File: config.mk
export PLATFORM = sky130hd
export DESIGN_NAME = spectrogram_pixel_colormap
export DESIGN_NICKNAME = d
export VERILOG_FILES = /design/src/rtl/spc_pkg.sv /design/src/rtl/spectrogram_pixel_colormap.sv /design/src/rtl/spc_sqrt_cell.sv /design/src/rtl/spc_sqrt_chain.sv /design/src/rtl/spc_hue_cell.sv
export SDC_FILE = /design/constraint.sdc
export NUM_CORES = 2
export LEC_CHECK = 0
export BUFFER_PORTS_ARGS = -buffer_cell sky130_fd_sc_hd__clkbuf_2
export CAP_MARGIN = 20
export CORE_MARGIN = 2
export CORE_UTILIZATION = 50
export DETAILED_ROUTE_END_ITERATION = 8
export PLACE_DENSITY = 0.65
export SYNTH_ARGS = -nofsm -noshare
export SYNTH_HDL_FRONTEND = slang
export SYNTH_SLANG_ARGS = --single-unit
File: constraint.sdc
create_clock -name clk -period 38 [get_ports clk]
set_input_delay 3.8 -clock clk [delete_from_list [all_inputs] [get_ports clk]]
set_output_delay 3.8 -clock clk [all_outputs]
set_load 0.01 [all_outputs]
File: src/rtl/spc_pkg.sv
// shared types and constants of the spectrogram pixel colormap
package spc_pkg;

    localparam int CHAN_W  = 8;
    localparam int SHIFT_W = 5;

    typedef logic [CHAN_W-1:0]  chan_t;
    typedef logic [SHIFT_W-1:0] shift_t;

    typedef struct packed
    {
        chan_t red;
        chan_t green;
        chan_t blue;
    } pixel_t;

    localparam shift_t SHIFT_RESET = 5'd10;
    localparam chan_t  CHAN_MAX    = 8'hFF;
    localparam chan_t  ALPHA_OPAQUE = 8'hFF;

endpackage

File: src/rtl/spectrogram_pixel_colormap.sv
// top level: spectrum magnitude to opaque rgb pixel through two square root chains
//
// channel   direction  handshake             payload
// in        input      in_valid / in_stall   magnitude
// out       output     out_valid / out_stall red, green, blue, alpha
// cfg       input      cfg_valid / cfg_ready cfg_data (normalize_shift)
//
// one item per cycle sustained while in_stall is low; the pipeline is the input register,
// the two bit-per-cell square root chains (FRAC_BITS+2 and FRAC_BITS+1 cells), three
// color stages and the output register
// the whole pipeline advances together; a one-entry skid behind the output
// register catches the item in flight when out_stall is seen, and in_stall is that
// skid being full
// rst_n clears valids and loads normalize_shift with 10; cfg_ready is always high
module spectrogram_pixel_colormap
    import spc_pkg::*;
#(
    parameter int MAG_BITS  = 24,
    parameter int FRAC_BITS = 12
)
(
    input  logic                clk,
    input  logic                rst_n,
    input  logic                in_valid,
    output logic                in_stall,
    input  logic [MAG_BITS-1:0] magnitude,
    output logic                out_valid,
    input  logic                out_stall,
    output chan_t               red,
    output chan_t               green,
    output chan_t               blue,
    output chan_t               alpha,
    input  logic                cfg_valid,
    output logic                cfg_ready,
    input  shift_t              cfg_data
);

    localparam int MW = MAG_BITS + FRAC_BITS;   // shifted magnitude width
    localparam int HW = FRAC_BITS + 3;          // clamped m width
    localparam int N1 = FRAC_BITS + 2;          // root bits of v
    localparam int N2 = FRAC_BITS + 1;          // root bits of w
    localparam logic [MW-1:0] LIMIT = MW'(1) << (FRAC_BITS + 2);

    // configuration
    shift_t shift_reg;

    always_ff @(posedge clk or negedge rst_n)
    begin
        if (!rst_n)
        begin
            shift_reg <= SHIFT_RESET;
        end
        else if (cfg_valid)
        begin
            shift_reg <= cfg_data;
        end
    end

    assign cfg_ready = 1'b1;

    // pipeline advance, held only while the skid holds an item
    logic en;
    logic skid_valid_reg;
    logic skid_valid_next;

    assign en       = !skid_valid_reg;
    assign in_stall = skid_valid_reg;

    // normalize and clamp
    logic [MW-1:0] m_full;
    logic [HW-1:0] m_next;
    logic [HW-1:0] m_reg;
    logic          front_valid_reg;

    always_comb
    begin
        m_full = {magnitude, {FRAC_BITS{1'b0}}} >> shift_reg;
        if (m_full > LIMIT)
        begin
            m_next = LIMIT[HW-1:0];
        end
        else
        begin
            m_next = m_full[HW-1:0];
        end
    end

    always_ff @(posedge clk or negedge rst_n)
    begin
        if (!rst_n)
        begin
            front_valid_reg <= 1'b0;
        end
        else if (en)
        begin
            front_valid_reg <= in_valid;
        end
    end

    always_ff @(posedge clk)
    begin
        if (en)
        begin
            m_reg <= m_next;
        end
    end

    // v = isqrt(m << F)
    logic          v_valid;
    logic [N1-1:0] v_root;

    spc_sqrt_chain #(.N(N1)) u_sqrt_v
    (
        .clk     (clk),
        .rst_n   (rst_n),
        .en      (en),
        .valid_i (front_valid_reg),
        .rad_i   ({1'b0, m_reg, {FRAC_BITS{1'b0}}}),
        .valid_o (v_valid),
        .rad_o   (),
        .root_o  (v_root)
    );

    // w = isqrt(v << F); v rides along in the radicand
    logic            w_valid;
    logic [2*N2-1:0] w_rad;
    logic [N2-1:0]   w_root;

    spc_sqrt_chain #(.N(N2)) u_sqrt_w
    (
        .clk     (clk),
        .rst_n   (rst_n),
        .en      (en),
        .valid_i (v_valid),
        .rad_i   ({v_root, {FRAC_BITS{1'b0}}}),
        .valid_o (w_valid),
        .rad_o   (w_rad),
        .root_o  (w_root)
    );

    // color stages, three per channel
    logic [N1-1:0] v_late;
    logic [2:0]    col_valid_reg;
    pixel_t        pix;

    assign v_late = w_rad[2*N2-1:FRAC_BITS];

    spc_hue_cell #(.FRAC_BITS(FRAC_BITS), .PHASE(1)) u_red
    (
        .clk  (clk),
        .en   (en),
        .v    (v_late),
        .w    (w_root),
        .chan (pix.red)
    );

    spc_hue_cell #(.FRAC_BITS(FRAC_BITS), .PHASE(0)) u_green
    (
        .clk  (clk),
        .en   (en),
        .v    (v_late),
        .w    (w_root),
        .chan (pix.green)
    );

    spc_hue_cell #(.FRAC_BITS(FRAC_BITS), .PHASE(-1)) u_blue
    (
        .clk  (clk),
        .en   (en),
        .v    (v_late),
        .w    (w_root),
        .chan (pix.blue)
    );

    always_ff @(posedge clk or negedge rst_n)
    begin
        if (!rst_n)
        begin
            col_valid_reg <= '0;
        end
        else if (en)
        begin
            col_valid_reg <= {col_valid_reg[1:0], w_valid};
        end
    end

    // output register plus one-entry skid
    logic   take;
    logic   pipe_valid;
    logic   out_valid_reg;
    logic   out_valid_next;
    pixel_t out_pix_reg;
    pixel_t out_pix_next;
    pixel_t skid_pix_reg;
    pixel_t skid_pix_next;

    assign pipe_valid = col_valid_reg[2];
    assign take       = !out_valid_reg || !out_stall;

    always_comb
    begin
        out_valid_next  = out_valid_reg;
        out_pix_next    = out_pix_reg;
        skid_valid_next = skid_valid_reg;
        skid_pix_next   = skid_pix_reg;
        if (take)
        begin
            if (skid_valid_reg)
            begin
                out_valid_next  = 1'b1;
                out_pix_next    = skid_pix_reg;
                skid_valid_next = 1'b0;
            end
            else
            begin
                out_valid_next = pipe_valid;
                out_pix_next   = pix;
            end
        end
        else if (pipe_valid && en)
        begin
            // output is held, park the item leaving the pipeline
            skid_valid_next = 1'b1;
            skid_pix_next   = pix;
        end
    end

    always_ff @(posedge clk or negedge rst_n)
    begin
        if (!rst_n)
        begin
            out_valid_reg  <= 1'b0;
            skid_valid_reg <= 1'b0;
        end
        else
        begin
            out_valid_reg  <= out_valid_next;
            skid_valid_reg <= skid_valid_next;
        end
    end

    always_ff @(posedge clk)
    begin
        out_pix_reg  <= out_pix_next;
        skid_pix_reg <= skid_pix_next;
    end

    assign out_valid = out_valid_reg;
    assign red       = out_pix_reg.red;
    assign green     = out_pix_reg.green;
    assign blue      = out_pix_reg.blue;
    assign alpha     = ALPHA_OPAQUE;

endmodule

File: src/rtl/spc_sqrt_cell.sv
// one restoring square root cell, settles one root bit per stage
module spc_sqrt_cell
    import spc_pkg::*;
#(
    parameter int N = 14,
    parameter int K = 0
)
(
    input  logic           clk,
    input  logic           rst_n,
    input  logic           en,
    input  logic           valid_i,
    input  logic [2*N-1:0] rad_i,
    input  logic [N:0]     rem_i,
    input  logic [N-1:0]   root_i,
    output logic           valid_o,
    output logic [2*N-1:0] rad_o,
    output logic [N:0]     rem_o,
    output logic [N-1:0]   root_o
);

    localparam int PAIR_LSB = 2 * (N - 1 - K);

    logic           valid_reg;
    logic [2*N-1:0] rad_reg;
    logic [N:0]     rem_reg;
    logic [N-1:0]   root_reg;
    logic [N:0]     rem_next;
    logic [N-1:0]   root_next;
    logic [N+2:0]   rem_part;
    logic [N+2:0]   trial;
    logic [N+2:0]   diff;

    always_comb
    begin
        rem_part = {rem_i, rad_i[PAIR_LSB +: 2]};
        trial    = {1'b0, root_i, 2'b01};
        diff     = rem_part - trial;
        if (rem_part >= trial)
        begin
            rem_next  = diff[N:0];
            root_next = {root_i[N-2:0], 1'b1};
        end
        else
        begin
            rem_next  = rem_part[N:0];
            root_next = {root_i[N-2:0], 1'b0};
        end
    end

    always_ff @(posedge clk or negedge rst_n)
    begin
        if (!rst_n)
        begin
            valid_reg <= 1'b0;
        end
        else if (en)
        begin
            valid_reg <= valid_i;
        end
    end

    always_ff @(posedge clk)
    begin
        if (en)
        begin
            rad_reg  <= rad_i;
            rem_reg  <= rem_next;
            root_reg <= root_next;
        end
    end

    assign valid_o = valid_reg;
    assign rad_o   = rad_reg;
    assign rem_o   = rem_reg;
    assign root_o  = root_reg;

endmodule

File: src/rtl/spc_sqrt_chain.sv
// row of square root cells, radicand travels along unshifted
module spc_sqrt_chain
    import spc_pkg::*;
#(
    parameter int N = 14
)
(
    input  logic           clk,
    input  logic           rst_n,
    input  logic           en,
    input  logic           valid_i,
    input  logic [2*N-1:0] rad_i,
    output logic           valid_o,
    output logic [2*N-1:0] rad_o,
    output logic [N-1:0]   root_o
);

    logic           valid_w [N+1];
    logic [2*N-1:0] rad_w   [N+1];
    logic [N:0]     rem_w   [N];
    logic [N-1:0]   root_w  [N+1];

    assign valid_w[0] = valid_i;
    assign rad_w[0]   = rad_i;
    assign rem_w[0]   = '0;
    assign root_w[0]  = '0;

    for (genvar k = 0; k < N; k++)
    begin : g_cell
        if (k == N - 1)
        begin : g_last
            spc_sqrt_cell #(.N(N), .K(k)) u_cell
            (
                .clk     (clk),
                .rst_n   (rst_n),
                .en      (en),
                .valid_i (valid_w[k]),
                .rad_i   (rad_w[k]),
                .rem_i   (rem_w[k]),
                .root_i  (root_w[k]),
                .valid_o (valid_w[k+1]),
                .rad_o   (rad_w[k+1]),
                .rem_o   (),
                .root_o  (root_w[k+1])
            );
        end
        else
        begin : g_mid
            spc_sqrt_cell #(.N(N), .K(k)) u_cell
            (
                .clk     (clk),
                .rst_n   (rst_n),
                .en      (en),
                .valid_i (valid_w[k]),
                .rad_i   (rad_w[k]),
                .rem_i   (rem_w[k]),
                .root_i  (root_w[k]),
                .valid_o (valid_w[k+1]),
                .rad_o   (rad_w[k+1]),
                .rem_o   (rem_w[k+1]),
                .root_o  (root_w[k+1])
            );
        end
    end

    assign valid_o = valid_w[N];
    assign rad_o   = rad_w[N];
    assign root_o  = root_w[N];

endmodule

File: src/rtl/spc_hue_cell.sv
// one color channel: hue ramp, scale by w, byte conversion with saturation
module spc_hue_cell
    import spc_pkg::*;
#(
    parameter int FRAC_BITS = 12,
    parameter int PHASE     = 0
)
(
    input  logic                 clk,
    input  logic                 en,
    input  logic [FRAC_BITS+1:0] v,
    input  logic [FRAC_BITS:0]   w,
    output chan_t                chan
);

    localparam int    TW     = FRAC_BITS + 4;
    localparam int    CW     = FRAC_BITS + 1;
    localparam int    SW     = 2 * CW - FRAC_BITS;
    localparam longint ONE_I = longint'(1) << FRAC_BITS;
    localparam logic signed [TW-1:0] ONE        = TW'(ONE_I);
    localparam logic signed [TW-1:0] SIXTH      = TW'(ONE_I / 6);
    localparam logic signed [TW-1:0] HALF       = TW'(ONE_I / 2);
    localparam logic signed [TW-1:0] TWO_THIRDS = TW'((2 * ONE_I) / 3);
    localparam logic signed [TW-1:0] OFFSET     = TW'(longint'(PHASE) * (ONE_I / 3));

    logic signed [TW-1:0] t0;
    logic signed [TW-1:0] t1;
    logic signed [TW-1:0] t2;
    logic signed [TW-1:0] ramp;
    logic signed [TW-1:0] c_wide;
    logic [CW-1:0]        c_reg;
    logic [CW-1:0]        w_reg;
    logic [2*CW-1:0]      prod_reg;
    logic [2*CW-1:0]      prod_next;
    logic [SW-1:0]        scaled;
    logic [SW+7:0]        times_255;
    logic [SW+7-FRAC_BITS:0] byte_wide;
    chan_t                byte_next;
    chan_t                byte_reg;

    // phase shift with a single wrap into range
    always_comb
    begin
        t0 = signed'({2'b00, v}) + OFFSET;
        t1 = (t0 < 0) ? t0 + ONE : t0;
        t2 = (t1 > ONE) ? t1 - ONE : t1;
        if (t2 < SIXTH)
        begin
            ramp = t2;
        end
        else
        begin
            ramp = TWO_THIRDS - t2;
        end
        if (t2 < SIXTH || (t2 >= HALF && t2 < TWO_THIRDS))
        begin
            c_wide = (ramp <<< 2) + (ramp <<< 1);
        end
        else if (t2 < HALF)
        begin
            c_wide = ONE;
        end
        else
        begin
            c_wide = '0;
        end
    end

    assign prod_next = {{CW{1'b0}}, c_reg} * {{CW{1'b0}}, w_reg};

    // scaled * 255 >> F, clipped to a byte
    always_comb
    begin
        scaled    = prod_reg[2*CW-1:FRAC_BITS];
        times_255 = {scaled, 8'b0} - {8'b0, scaled};
        byte_wide = times_255[SW+7:FRAC_BITS];
        if (byte_wide > (SW+8-FRAC_BITS)'(CHAN_MAX))
        begin
            byte_next = CHAN_MAX;
        end
        else
        begin
            byte_next = byte_wide[CHAN_W-1:0];
        end
    end

    always_ff @(posedge clk)
    begin
        if (en)
        begin
            c_reg    <= c_wide[CW-1:0];
            w_reg    <= w;
            prod_reg <= prod_next;
            byte_reg <= byte_next;
        end
    end

    assign chan = byte_reg;

endmodule

==> run summary <==
• 730 ps — clock insertion delay at the later pin of the skew report
• false — setup repair after global routing missed its margin
• 6,100 — number of nets in the final layout
• 480 ps — Worst path max stage delay
• register to register — category of the critical setup timing path
• 28.5% — Slew HR
• 0 ps — sum of negative setup slack
• sky130_fd_sc_hd__edfxtp_1 — Top FF cell, synth
• sky130_fd_sc_hd__clkbuf_16 — clock tree root driver cell
• 7970 ps — endpoint arrival time on the critical path
• 5.23 — average vias per placed instance
• 7.57% — share of layout cells above drive strength 1
• finished, final reports clean — run status
• 19 — peak fanout along the critical path
• 55.0% — final cell utilization of the core
• 60,400 µm² — summed instance area of the synthesized netlist
• sky130_fd_sc_hd__a21oi_4 — slowest cell on the critical path
• register — Critical Path Sink Type
• 127 — number of rows created at floorplan
• 7550 ps — post-layout minimum cycle time
• 69 — I/O pins
• register — critical path launch point type
• 0 — total global routing overflow
• 0 — number of cells upsized or downsized after cts
• 3.96% — asr flop ratio synth
• 0.865 — gp weighted congestion
• 45.8% — Synth top area share
• 78.5 mm — sum of net half-perimeters after detailed placement
• 168 — max reg flops
• 351 µm — chip width
• 15.7 µm — post-DR wirelength/cell
• 120,000 µm² — Std-Cell Core Area
• 59 — Buffers on Ports
• 351 µm — vertical die dimension
• 0 — DRT antenna net count
• 11.5 µm² — mean cell area of the mapped netlist
• 133 MHz — highest attainable clock frequency
• yes — clock tree from TritonCTS
• 0 — number of hold buffers added after cts
• 202 — largest net degree at the start of global routing
• 38,430 ps — data required time at the worst endpoint
• 0 — number of pins with negative max-slew slack in the final report
• 0 — DRC violation count after routing
• 959 — flip-flop and latch count after synthesis
• 36,800 — via count of the first global-routing pass
• 0 — MaxCap Viol Count
• sky130_fd_sc_hd__edfxtp_1 46%, sky130_fd_sc_hd__fa_1 11%, sky130_fd_sc_hd__ha_1 9.3% — leading post-synthesis cells by cell area
• 3 — number of H-tree branching levels
• 9.10% — synthesis-to-layout area growth
• 101 — number of clock buffers inserted by TritonCTS
• 60 ps — CTS clk-pin slew, worst paths
• 383 ps — hold_ws
• 959 — clk sink count
• 50.4% — effective utilization at floorplan
• 2,175 — number of DRC markers after the initial detailed-route iteration
• 124,000 µm² — die footprint
• 5 — drt pass-1 iters
• 0 — initial antenna violation count
• 5,253 — synthesized netlist cell count
• 0 — hold violation count in the final report
• 51.2 ps — Clock Skews
• 18.2% — total global routing track utilization
• 3 — clk buf depth
• sky130_fd_sc_hd__edfxtp_1 — most area-hungry cell type in the Yosys netlist
• 0 — Synth Warn #
• 94 — number of distinct library cells after synthesis
• 47.4% — sequential element share of the synthesized area
• 184 mm — wire length of the first global-routing pass
• 109 mm — Detailed Route WL
• 19.9% — final cycle utilization of the critical path
• 921 — number of flops mapped to enable cells by yosys
• 36,500 — via total after detailed routing
• sky130_fd_sc_hd__ha_1 — Crit path top cell by count
• 1070 ps — transition at the pin with the smallest max-transition slack
• 0 — count of buffers added by post-CTS timing repair for setup
• register to register — class of the tightest hold or removal check
• sky130_fd_sc_hd__edfxtp_1 — cell with the most instances after synthesis
• 0 — Setup-failing EPs final
• 921 x sky130_fd_sc_hd__edfxtp_1, 700 x sky130_fd_sc_hd__inv_1, 499 x sky130_fd_sc_hd__nand2_1, 450 x sky130_fd_sc_hd__ha_1, 340 x sky130_fd_sc_hd__fa_1 — top cells by count, synth
[cell type report]
class	count	area (µm²)
sequential	959	28600
multi-input combinational	3419	28400
antenna	1	2.50
timing repair buffer	92	568
clock inverter	74	967
inverter	703	2650
tap	1612	2020
fill	10200	53900
clock buffer	116	2620
[worst paths after layout]
path / from / to / slack [ps] / cells after the start
max: u_sqrt_w.g_cell[12].g_last.u_cell.rad_o[12] / u_blue.c_reg[12] / 30450 / 28
min: u_sqrt_v.g_cell[13].g_last.u_cell.root_o[1] / u_sqrt_w.g_cell[0].g_mid.u_cell.rad_o[13] / 380 / 0
max reg2reg: u_sqrt_w.g_cell[12].g_last.u_cell.rad_o[12] / u_blue.c_reg[12] / 30450 / 28
min reg2reg: u_sqrt_v.g_cell[13].g_last.u_cell.root_o[1] / u_sqrt_w.g_cell[0].g_mid.u_cell.rad_o[13] / 380 / 0
max in group asynchronous: rst_n / u_sqrt_w.g_cell[2].g_mid.u_cell.valid_o / 34200 / 2
min in group asynchronous: rst_n / shift_reg[4] / 3210 / 2
[per-stage QoR]
stage / std cells / setup WS (ps) / area, µm²
floorplan: 5262 / 19120 / 60400
global placement: 6783 / 30770 / 62300
detailed placement: 6784 / 30560 / 62300
CTS: 6974 / 30500 / 65900
global route: 6975 / 29780 / 65900
finish: 6976 / 30450 / 65900
[cells by family (layout without fill, tap and decap cells)]
group | after synthesis | after routing | synth area share (%)
and+or+nand+nor | 1406 | 1406 | 11.3
other | 2 | 12 | 0.0124
DFF | 959 | 959 | 47.4
adders and majority gates | 790 | 790 | 20.6
buffers and inverters | 884 | 985 | 5.58
xor gates and xnor gates | 322 | 322 | 4.68
AOI/OAI and AO/OA | 751 | 751 | 7.81
muxes | 139 | 139 | 2.65
[per-layer routing]
metal	vias to the layer above	wire length, µm	GRT usage (%)
met5	-	0	0
met1	17800	49700	24.3
met4	0	2270	5.08
met3	165	4520	2.55
li1	18000	-	-
met2	566	53000	31.2
[critical path: cells and delay by family (launching register included)]
family / cells / cell delay (ps)
xor gates and xnor gates: 1 / 200
buffers and inverters: 2 / 350
and+or+nand+nor: 7 / 1480
AOI/OAI and AO/OA: 12 / 2980
muxes: 2 / 620
adders and majority gates: 4 / 1200
DFF: 1 / 390
[cell usage in the layout (no fill, tap or decap), types with 116 or more instances in the layout]
master	n
sky130_fd_sc_hd__xnor2_1	205
sky130_fd_sc_hd__nand2_1	499
sky130_fd_sc_hd__edfxtp_1	921
sky130_fd_sc_hd__xor2_1	116
sky130_fd_sc_hd__nor2_1	289
sky130_fd_sc_hd__and2_1	197
sky130_fd_sc_hd__inv_1	699
sky130_fd_sc_hd__o21ai_0	182
sky130_fd_sc_hd__ha_1	450
sky130_fd_sc_hd__a21oi_1	238
sky130_fd_sc_hd__fa_1	340
Power is left out: the tool's default activity adds up to more than one toggle a clock period on the data nets, which glitch-free logic cannot reach.
